$ cat config.mk
export PLATFORM = sky130hd
export DESIGN_NAME = dsd_ctrl
export DESIGN_NICKNAME = d
export VERILOG_FILES = /design/src/design/dsd_pkg.sv /design/src/design/dsd_ctrl.sv
export SDC_FILE = /design/constraint.sdc
export NUM_CORES = 1
export LEC_CHECK = 0
export BUFFER_PORTS_ARGS = -buffer_cell sky130_fd_sc_hd__buf_4
export CAP_MARGIN = 10
export CORE_UTILIZATION = 43
export CTS_BUF_LIST = sky130_fd_sc_hd__clkbuf_8
export DETAILED_ROUTE_END_ITERATION = 12
export GPL_TIMING_DRIVEN = 0
export PLACE_DENSITY_LB_ADDON = 0.1
export SLEW_MARGIN = 40
export SYNTH_ARGS = -nofsm -noshare
export SYNTH_HDL_FRONTEND = slang
export SYNTH_SLANG_ARGS = --single-unit
$ cat constraint.sdc
create_clock -name clk -period 1.3 [get_ports clk]
set_input_delay 0.325 -clock clk [delete_from_list [all_inputs] [get_ports clk]]
set_output_delay 0.325 -clock clk [all_outputs]
set_load 0.02 [all_outputs]
$ cat src/design/dsd_pkg.sv
// ----------------------------------------------------------------------------
// dsd_pkg: shared types and codes of the subtask dispatcher
// Field widths, action and result codes, and the command and status bundles
// between controller and datapath.
// ----------------------------------------------------------------------------
package dsd_pkg;

  localparam int ACTION_W         = 2;
  localparam int IDX_W            = 6;
  localparam int ROW_W            = 64;
  localparam int CNT_W            = 7;
  localparam int KIND_W           = 2;
  localparam int MAX_SUBTASKS_DEF = 64;

  typedef logic [ACTION_W-1:0] action_t;
  typedef logic [IDX_W-1:0]    idx_t;
  typedef logic [CNT_W-1:0]    cnt_t;
  typedef logic [KIND_W-1:0]   kind_t;

  localparam action_t ACT_LOAD  = 2'd0;
  localparam action_t ACT_START = 2'd1;
  localparam action_t ACT_END   = 2'd2;

  localparam kind_t KIND_NONE       = 2'd0;
  localparam kind_t KIND_DISPATCH   = 2'd1;
  localparam kind_t KIND_DONE_OK    = 2'd2;
  localparam kind_t KIND_DONE_FAULT = 2'd3;

  // Controller to datapath
  typedef struct packed {
    logic accept;   // input beat taken this cycle
    logic rd_en;    // read one adjacency row
    idx_t rd_addr;
    logic acc_en;   // fold returned row into blocked vector
    logic eval;     // form ready vector
    logic emit;     // load next result into output register
  } dsd_cmd_t;

  // Datapath to controller
  typedef struct packed {
    logic go_sweep;   // offered beat is a start or an in-range end
    idx_t last_row;   // active count minus one
    logic slot_free;  // output register can take a result
    logic emit_last;  // next result closes the item
  } dsd_stat_t;

endpackage

$ cat src/design/dsd_ctrl.sv
// ----------------------------------------------------------------------------
// dsd_ctrl: sequencer of the subtask dispatcher
// Takes one input beat; on start or in-range end, sweeps the active adjacency
// rows, evaluates readiness and drains results one per cycle while slot_free.
// ----------------------------------------------------------------------------
module dsd_ctrl #(
  parameter int MAX_SUBTASKS = dsd_pkg::MAX_SUBTASKS_DEF
) (
  input  logic              clk,
  input  logic              rst_n,
  input  logic              in_valid,
  output logic              in_ready,
  input  dsd_pkg::dsd_stat_t stat_i,
  output dsd_pkg::dsd_cmd_t  cmd_o
);

  localparam int AW = $clog2(MAX_SUBTASKS);

  localparam logic [2:0] ST_IDLE  = 3'd0;
  localparam logic [2:0] ST_SWEEP = 3'd1;
  localparam logic [2:0] ST_DRAIN = 3'd2;
  localparam logic [2:0] ST_EVAL  = 3'd3;
  localparam logic [2:0] ST_EMIT  = 3'd4;

  logic [2:0]    state_r, state_nxt;
  logic [AW-1:0] cnt_r, cnt_nxt;
  logic          rd_pend_r;
  logic          sweep_end;

  assign in_ready  = (state_r == ST_IDLE);
  assign sweep_end = (dsd_pkg::idx_t'(cnt_r) == stat_i.last_row);

  always_comb begin
    state_nxt     = state_r;
    cnt_nxt       = cnt_r;
    cmd_o         = '0;
    cmd_o.rd_addr = dsd_pkg::idx_t'(cnt_r);
    cmd_o.acc_en  = rd_pend_r;
    case (state_r)
      ST_IDLE: begin
        cmd_o.accept = in_valid;
        cnt_nxt      = '0;
        if (in_valid && stat_i.go_sweep) begin
          state_nxt = ST_SWEEP;
        end
      end
      ST_SWEEP: begin
        cmd_o.rd_en = 1'b1;
        cnt_nxt     = cnt_r + AW'(1);
        if (sweep_end) begin
          state_nxt = ST_DRAIN;
        end
      end
      ST_DRAIN: begin
        state_nxt = ST_EVAL;
      end
      ST_EVAL: begin
        cmd_o.eval = 1'b1;
        state_nxt  = ST_EMIT;
      end
      ST_EMIT: begin
        if (stat_i.slot_free) begin
          cmd_o.emit = 1'b1;
          if (stat_i.emit_last) begin
            state_nxt = ST_IDLE;
          end
        end
      end
      default: begin
        state_nxt = ST_IDLE;
      end
    endcase
  end

  always_ff @(posedge clk) begin
    if (!rst_n) begin
      state_r   <= ST_IDLE;
      rd_pend_r <= 1'b0;
    end else begin
      state_r   <= state_nxt;
      rd_pend_r <= cmd_o.rd_en;
    end
    cnt_r <= cnt_nxt;
  end

  // Sweep never runs past the last active row
  assert property (@(posedge clk) disable iff (!rst_n)
    (state_r == ST_SWEEP) |-> (dsd_pkg::idx_t'(cnt_r) <= stat_i.last_row))
    else $error("row sweep overran active count");

endmodule

* Word level (Yosys, flattened, before mapping) *
Cells that the tools add are included.

operators by class
  divide/modulo/power cells = 0
  shift operators = 0
  reductions and logical operators = 4
  eq/ne operators = 9
  bitwise operators = 0
  $add $sub $neg = 1
  multipliers = 0
  multiplexer cells = 11
  $lt $le $gt $ge = 0

operators by type and width
  operator                                                                count
  3-bit one-hot mux with 5 select lines                                   1
  3-bit 2-to-1 mux                                                        4
  6-bit one-hot mux with 2 select lines                                   1
  6-bit by 1-bit adder with 6-bit output (second input constant)          1
  3-bit by 2-bit equality test with 1-bit output (second input constant)  2
  6-bit equality test                                                     1
  2-bit != test (second input constant)                                   3
  1-bit 2-to-1 mux                                                        5
  4-bit AND reduction                                                     1
  3-bit by 1-bit equality test with 1-bit output (second input constant)  1
  3-bit equality test (second input constant)                             1
  3-bit zero test                                                         1
  2-bit by 1-bit != test with 1-bit output (second input constant)        1
  2-bit nonzero test                                                      1
  1-bit logical AND                                                       1

word-level totals
  input bits = 12
  RAM bits = 0
  memory bits (read-only) = 0
  bits in latches = 0
  memories = 0
  register bits after elaboration = 10
  logic and storage cells = 28

* Logic depth before layout (Yosys ltp) *
Gate-level depths: netlist of the first run.

  depth after elaboration = 3
  gate-level depth with buffers = 5
  gate-level depth less buffers = 4

* Worst setup path after synthesis of the first run *
OpenSTA, ideal clock, no wires.

  path kind = flip-flop to output port
  start = register state_r[0]
  end = output cmd_o[10] in the netlist's numbering
  arrival = 1.295 ns
  slack = -0.320 ns
  cell stages (with the launch flop) = 4
  data required time = 0.975 ns
  path buffers = 1
  cell sequence = dfxtp_1 > buf_4 > nor3_1 > and2_1

RTL lines
  what                    line            source
  start, declared         dsd_ctrl.sv:25  logic [2:0] state_r, state_nxt;
  start signal, assigned  dsd_ctrl.sv:80  state_r <= state_nxt;
  end, declared           dsd_ctrl.sv:14  output dsd_pkg::dsd_cmd_t cmd_o

==> impl_summary.log, run 1 <==
INFO  metric total_of_max_cap_violations = 0
INFO  metric worstSetupPathType = reg2out
INFO  metric finalWeightedCongestion = ~0.70
INFO  metric dr_total_vias = between 500 and 600
INFO  metric vias_per_cell = about 5.2
INFO  metric report.final.hold_viol_count = 0
INFO  metric synthesis.yosys.warnings = 0
INFO  metric post_route_cells_drive_above_1_share = 0.5934
INFO  metric timing.rr.end = state_r[0]$_SDFFE_PN0P_
INFO  metric grt_max_degree = 9
INFO  metric synth_flop_cell = sky130_fd_sc_hd__edfxtp_1
INFO  metric async_flop_share = 0
INFO  metric min-delay-start = rst_n
INFO  metric yosys.area.top_type_share = 0.3130
INFO  metric path_cells = buf_8, nor3_4, and2_4, buf_6
INFO  metric yosys.cell_types.count = 28
INFO  metric dieHeight = roughly 39 um
INFO  metric syn_avg_cell_area = 10.28 sq um
INFO  metric number_of_antenna_cells_inserted = 0
INFO  metric global_route_wire_length_before_repair = about 2.2 mm
INFO  metric clock.fmax = around 0.67 GHz
INFO  metric design.core.area = ~0.0012 sq mm
INFO  metric design.die.area = 0.001489 sq mm
INFO  metric synth.cell_area = 575.6 sq um
INFO  metric parity_gate_share_of_the_synthesized_area_counting_xor_and_xnor_cells = 0.1370
INFO  metric start_util = 0.4915
INFO  metric worstReg2RegStart = cnt_r[0]$_SDFFCE_PP0P_
INFO  metric cts_hold_buffers_added = 0
INFO  metric clk_latency = between 0.2 and 0.25 ns
INFO  metric clock_sinks = 10
INFO  metric route.detailed.drc = 0
INFO  metric synth.yosys.seq_area_share = 0.4522
INFO  metric power.density_cell_area = 881.0 mW/mm^2
INFO  metric clock_tree.buffer_depth = 2
INFO  metric synth_common_cells = sky130_fd_sc_hd__xnor2_1, sky130_fd_sc_hd__edfxtp_1, sky130_fd_sc_hd__nor2_1
INFO  metric clkSlewWorstSetupHoldPaths = ~0.05 ns
INFO  metric timing.hold.worst.class = in2reg
INFO  metric critPathMaxFanout = 8
INFO  metric grt-ovfl-total = 0
INFO  metric synth_largest_area_cell = sky130_fd_sc_hd__edfxtp_1
INFO  metric holdPathEnd = state_r[2]$_SDFFE_PN0P_
INFO  metric post_synth_fa_ha_maj_area_fraction = 0.02174
INFO  metric post_route_skew = approximately 0.0079 ns
INFO  metric worstHoldPathCells = 2
INFO  metric routed_wl = approximately 1.6 mm
INFO  metric ys_seq_elements = 10
INFO  metric detailedRoute.firstIterationViolations = 3
INFO  metric cpMaxStageDelayCell = sky130_fd_sc_hd__dfxtp_2
INFO  metric violations = setup timing
INFO  metric synth.net_count = 69
INFO  metric p_leak = about 0.4 nW
INFO  metric synth_enable_flop_cells = 6
INFO  metric gr-usage-all-layers = 0.2342
INFO  metric relSlewSlack = 0.7709
INFO  metric reg2reg_setup_slack = around 0.02 ns
INFO  metric worstPathRequired = 0.98 ns
INFO  metric io_pins = 24
INFO  metric synth_area_leaders = sky130_fd_sc_hd__edfxtp_1, sky130_fd_sc_hd__dfxtp_1, sky130_fd_sc_hd__xnor2_1
INFO  metric reg2reg_depth = 4
INFO  metric detailed_placement_wirelength_estimate = around 900 um
INFO  metric min_period_over_period = 1.147
INFO  metric final_cells = 105
INFO  metric synthCells = 56
INFO  metric dp_cells = just over 90
INFO  metric ctsHtreeMaxLevel = 1
INFO  metric placement.io_buffers = 23
INFO  metric synth_compound_gate_area_share = 0.08261
INFO  metric fp.dieW = approximately 39 um
INFO  metric run_status = finished, violations left
INFO  metric report.final.slew_viol_count = 0
INFO  metric nets = ~110
INFO  metric cp_slowest_stage_delay = ~0.33 ns
INFO  metric wl_per_cell = 15.53 um
INFO  metric finalWorstPathRequiredPeriod = ~1.5 ns
INFO  metric num_rows = 12
INFO  metric area_growth_syn_to_layout = 67.39%
INFO  metric setup-violations-final = 5
INFO  metric place_worst_setup_slack = -0.1312 ns
INFO  metric fraction_of_synthesized_area_in_multiplexers = 0
INFO  metric postLayoutSetupSlackWorst = -0.1907 ns
INFO  metric clock-root-buffer = sky130_fd_sc_hd__clkbuf_8
INFO  metric grt_setup_unrepaired = yes
INFO  metric number_of_buffers_added_by_the_clock_tree_synthesis_step = 3
INFO  metric arrival = 1.17 ns
INFO  metric critical_path.endpoint_type = primary output
INFO  metric dr.pass1.iters = 2
INFO  metric cp_top_family = simple AND/OR/NAND/NOR gates
INFO  metric clock_tree_from_tritoncts = yes
INFO  metric critical_path.startpoint_type = register
INFO  metric yosys.cell_count.top_type = sky130_fd_sc_hd__xnor2_1
INFO  metric antenna_violations_before_repair = 0
INFO  metric largest_family_of_logic_cells_by_synthesized_area = simple AND/OR/NAND/NOR gates
INFO  metric post_synth_and_or_nand_nor_area_fraction = 0.2261
INFO  metric filler_cell_count = 66
INFO  metric critical_path_buf_inv_count = 2
INFO  metric max_slew.worst_pin.slew = about 0.34 ns
INFO  metric vias_in_the_first_global_route = roughly 500
INFO  metric ant_nets = 0
INFO  metric vdd_ir_drop_max = around 670 uV
where the power goes:
group / internal [W] / total (W) / switching [W]
combinational: 0.0000934 / 0.000166 / 0.0000723
clock: 0.000207 / 0.000331 / 0.000124
sequential: 0.000341 / 0.000352 / 0.0000107
total: 0.000642 / 0.000849 / 0.000207
layout by cell type, fill, tap and decap left out, drive strengths merged, types with 2 or more instances in the layout:
cell type  synthesis  routed
nand3              3       3
nand4              2       2
clkbuf             0       3
inv                1       2
edfxtp             6       6
xnor2              7       7
xor2               2       2
nand2              2       2
nor2               6       6
buf                4      35
dfxtp              4       4
a211oi             2       2
and2               2       2
metal layers:
layer  up-vias  global-route usage  wire, um
met5         -                   0         0
met2        16              0.3917       850
li1        268                   -         -
met4         0              0.1034         0
met3         0             0.06936        61
met1       264              0.2727       719
logic make-up after synthesis:
logic type / after synthesis
flip-flops: 10
XOR/XNOR: 9
AO/OA/AOI/OAI: 7
buffers and inverters: 6
adder cells (fa/ha/maj): 1
AND/OR/NAND/NOR: 23
repair_timing:
action / in CTS / in global routing
resized for setup: 12 / 12
endpoints found under the setup margin: 5 / 10
pin swaps: 5 / 4
buffers inserted: 3 / 8
cloned: 0 / 0
stage by stage:
stage               instance area, sq um  hold slack, ns  setup TNS, ns    util   power, W
global placement                   793.3          0.5633        -0.1252  0.6774  0.0004904
detailed placement                 793.3          0.5641        -0.1312  0.6774  0.0004934
global route                       963.4          0.3419         -1.034  0.8227  0.0008806
CTS                                902.1          0.3250         -1.214  0.7703  0.0008443
floorplan                          603.1          0.4532     -0.0006356       -  0.0004348
finish                             963.4          0.3313        -0.7372  0.8227  0.0008487
how the worst max path moves through the flow:
stage | start | endpoint | slack [ns] | cells past startpoint
floorplan | cnt_r[0]$_SDFFCE_PP0P_ | cnt_r[4]$_SDFFCE_PP0P_ | -0.0006 | 4
global placement | state_r[0]$_SDFFE_PN0P_ | cmd_o[9] | -0.13 | 5
detailed placement | state_r[0]$_SDFFE_PN0P_ | cmd_o[9] | -0.13 | 5
CTS | state_r[1]$_SDFFE_PN0P_ | cmd_o[9] | -0.33 | 5
global route | state_r[1]$_SDFFE_PN0P_ | cmd_o[10] | -0.23 | 4
finish | state_r[1]$_SDFFE_PN0P_ | cmd_o[10] | -0.19 | 4
registers in the layout, indices dropped and copies added (netlist names):
register and flops:
state_r 3, rd_pend_r 1, cnt_r 6
final cells by class:
class	count	area, sq um	area share
buffer	1	7.507	0.007792
clock buffer	3	41.29	0.04286
clock inverter	1	3.754	0.003896
inverter	2	12.51	0.01299
multi-input combinational	40	319.1	0.3312
sequential	10	269.0	0.2792
tap	14	17.52	0.01818
timing repair buffer	34	292.8	0.3039
Power figures use the tool's default switching activity.
==> run 2: changes to the inputs <==
--- a/config.mk
+++ b/config.mk
@@ -12,6 +12,7 @@
 export DETAILED_ROUTE_END_ITERATION = 12
 export GPL_TIMING_DRIVEN = 0
 export PLACE_DENSITY_LB_ADDON = 0.1
+export REMOVE_ABC_BUFFERS = 1
 export SLEW_MARGIN = 40
 export SYNTH_ARGS = -nofsm -noshare
 export SYNTH_HDL_FRONTEND = slang
==> impl_summary.log, run 2 (same netlist as run 1, synthesis figures left out) <==
INFO  metric finalWorstPathRequiredPeriod = 1.484 ns (-0.006366 ns)
INFO  metric route.detailed.drc = 0 (unchanged)
INFO  metric detailedRoute.firstIterationViolations = 4 (+1)
INFO  metric vias_per_cell = 4.970 (-4.8%)
INFO  metric filler_cell_count = 96 (+45%)
INFO  metric start_util = 0.4915 (unchanged)
INFO  metric min-delay-start = rst_n
INFO  metric p_leak = 0.3841 nW (-6.7%)
INFO  metric worstPathRequired = 0.98 ns (about the same)
INFO  metric nets = 101 (-3.8%)
INFO  metric postLayoutSetupSlackWorst = -0.1843 ns (+0.006366 ns)
INFO  metric dieHeight = 38.59 um (unchanged)
INFO  metric design.die.area = 0.001489 sq mm (unchanged)
INFO  metric wl_per_cell = 13.32 um (-14%)
INFO  metric ctsHtreeMaxLevel = 1 (unchanged)
INFO  metric ant_nets = 0 (unchanged)
INFO  metric clock_sinks = 10 (unchanged)
INFO  metric finish.utilization = 0.7671 (-0.05556)
INFO  metric reg2reg_setup_slack = 0.05 ns (+0.03 ns)
INFO  metric clock.fmax = 0.6737 GHz (+0.43%)
INFO  metric critPathMaxFanout = 5 (-3)
INFO  metric violations = setup timing
INFO  metric largestRegisters = cnt_r (6), state_r (3), rd_pend_r (1)
INFO  metric run_status = finished, violations left
INFO  metric largest_reg_flops = 6 (unchanged)
INFO  metric worstHoldPathCells = 2 (unchanged)
INFO  metric min_period_over_period = 1.142 (-0.004897)
INFO  metric vdd_ir_drop_max = 551.2 uV (-17%)
INFO  metric worstSetupPathType = reg2out
INFO  metric reg2reg_depth = 4 (unchanged)
INFO  metric timing.hold.worst.class = in2reg
INFO  metric finalWeightedCongestion = 0.6880 (-1.2%)
INFO  metric number_of_buffers_added_by_the_clock_tree_synthesis_step = 3 (unchanged)
INFO  metric detailed_placement_wirelength_estimate = 885.5 um (-1.8%)
INFO  metric placement.io_buffers = 23 (unchanged)
INFO  metric num_rows = 12 (unchanged)
INFO  metric dp_cells = 89 (-4.3%)
INFO  metric number_of_antenna_cells_inserted = 0 (unchanged)
INFO  metric post_route_skew = 0.002273 ns (-0.005676 ns)
INFO  metric power.density_cell_area = 977.6 mW/mm^2 (+11%)
INFO  metric max_slew.worst_pin.slew = 0.3414 ns (-0.001897 ns)
INFO  metric global_route_wire_length_before_repair = 1.890 mm (-14%)
INFO  metric critical_path.endpoint_type = primary output
INFO  metric worstReg2RegStart = cnt_r[0]$_SDFFCE_PP0P_
INFO  metric setup-violations-final = 5 (unchanged)
INFO  metric place_worst_setup_slack = -0.1885 ns (-0.05730 ns)
INFO  metric holdPathEnd = state_r[2]$_SDFFE_PN0P_
INFO  metric design.core.area = 0.001171 sq mm (unchanged)
INFO  metric timing.rr.end = cnt_r[4]$_SDFFCE_PP0P_
INFO  metric clock-root-buffer = sky130_fd_sc_hd__clkbuf_8
INFO  metric dr_total_vias = 502 (-8.4%)
INFO  metric grt_setup_unrepaired = yes
INFO  metric io_pins = 24 (unchanged)
INFO  metric antenna_violations_before_repair = 0 (unchanged)
INFO  metric dr.pass1.iters = 4 (+2)
INFO  metric report.final.slew_viol_count = 0 (unchanged)
INFO  metric critical_path.startpoint_type = register
INFO  metric relSlewSlack = 0.7722 (+0.001266)
INFO  metric clock_tree.buffer_depth = 2 (unchanged)
INFO  metric clk_latency = 0.23 ns (about the same)
INFO  metric fp.dieW = 38.59 um (unchanged)
INFO  metric post_route_cells_drive_above_1_share = 0.5517 (-0.04168)
INFO  metric vias_in_the_first_global_route = 461 (-5.5%)
INFO  metric area_growth_syn_to_layout = 56.09%
INFO  metric leading_cell_type_in_the_layout_fill_and_taps_excluded = sky130_fd_sc_hd__buf_4
INFO  metric arrival = 1.16 ns (about the same)
INFO  metric p_total = 0.0008782 W (+3.5%)
INFO  metric total_of_max_cap_violations = 0 (unchanged)
INFO  metric clock_tree_from_tritoncts = yes
INFO  metric top_register = cnt_r
INFO  metric report.final.hold_viol_count = 0 (unchanged)
INFO  metric layout.cells.most_common_list = sky130_fd_sc_hd__buf_4, sky130_fd_sc_hd__xnor2_1, sky130_fd_sc_hd__edfxtp_1
INFO  metric gr-usage-all-layers = 0.1886 (-0.04566)
INFO  metric final_cells = 101 (-3.8%)
INFO  metric stdcell_area = 898.4 sq um (-6.8%)
INFO  metric post_dp_cell_area = 728.2 sq um (-8.2%)
INFO  metric grt_max_degree = 7 (-2)
INFO  metric clkSlewWorstSetupHoldPaths = 0.05 ns (about the same)
INFO  metric grt-ovfl-total = 0 (unchanged)
INFO  metric routed_wl = 1.345 mm (-18%)
==> run 2: metrics by stage <==
stage | setup TNS [ns] | hold slack, ns
6_report | -0.5934 | 0.3258
5_1_grt | -0.8243 | 0.3468
4_1_cts | -0.6019 | 0.3338
3_5_place_dp | -0.1885 | 0.5715
3_3_place_gp | -0.1828 | 0.5637
2_1_floorplan | -0.2802 | 0.4532
==> run 2: layout make-up <==
| type | instances | area, sq um | area share |
|---|---|---|---|
| inverter | 2 | 8.758 | 0.009749 |
| sequential | 10 | 271.5 | 0.3022 |
| tap | 14 | 17.52 | 0.01950 |
| timing repair buffer | 31 | 247.7 | 0.2758 |
| clock buffer | 4 | 55.05 | 0.06128 |
| multi-input combinational | 40 | 297.8 | 0.3315 |
==> run 2: worst max-delay path, cell delays in order (launching register included) <==
cell and delay (ns):
sky130_fd_sc_hd__dfxtp_4 0.36, sky130_fd_sc_hd__or3b_4 0.40, sky130_fd_sc_hd__clkinv_2 0.06, sky130_fd_sc_hd__buf_6 0.11
==> run 2: routing by layer <==
layer	wire, um	global-route usage	share of wire	up-vias
li1	-	-	-	260
met1	632	0.2308	0.47	225
met2	652	0.3333	0.48	17
met3	61	0.03468	0.045	0
met4	0	0.05172	0	0
met5	0	0	0	-
==> run 2: worst max-delay path by stage <==
stage / start / endpoint / cells past startpoint
after detailed placement: state_r[0]$_SDFFE_PN0P_ / cmd_o[9] / 3
after global routing: state_r[2]$_SDFFE_PN0P_ / cmd_o[9] / 3
after global placement: state_r[0]$_SDFFE_PN0P_ / cmd_o[9] / 3
after CTS: state_r[2]$_SDFFE_PN0P_ / cmd_o[9] / 3
after floorplan: state_r[0]$_SDFFE_PN0P_ / cmd_o[10] / 2
final: state_r[2]$_SDFFE_PN0P_ / cmd_o[9] / 3
==> run 2: repair_timing <==
| action | 4_1_cts | 5_1_grt |
|---|---|---|
| hold buffers | 0 | 0 |
| resized for setup | 9 | 9 |
| pin swaps | 1 | 1 |
| endpoints found under the setup margin | 6 | 14 |
| buffers inserted | 6 | 2 |
==> run 2: where the power goes <==
group          switching, W  internal, W  leakage (nW)
combinational     0.0000592    0.0000764         0.247
clock              0.000126     0.000267        0.0288
sequential        0.0000113     0.000339         0.108
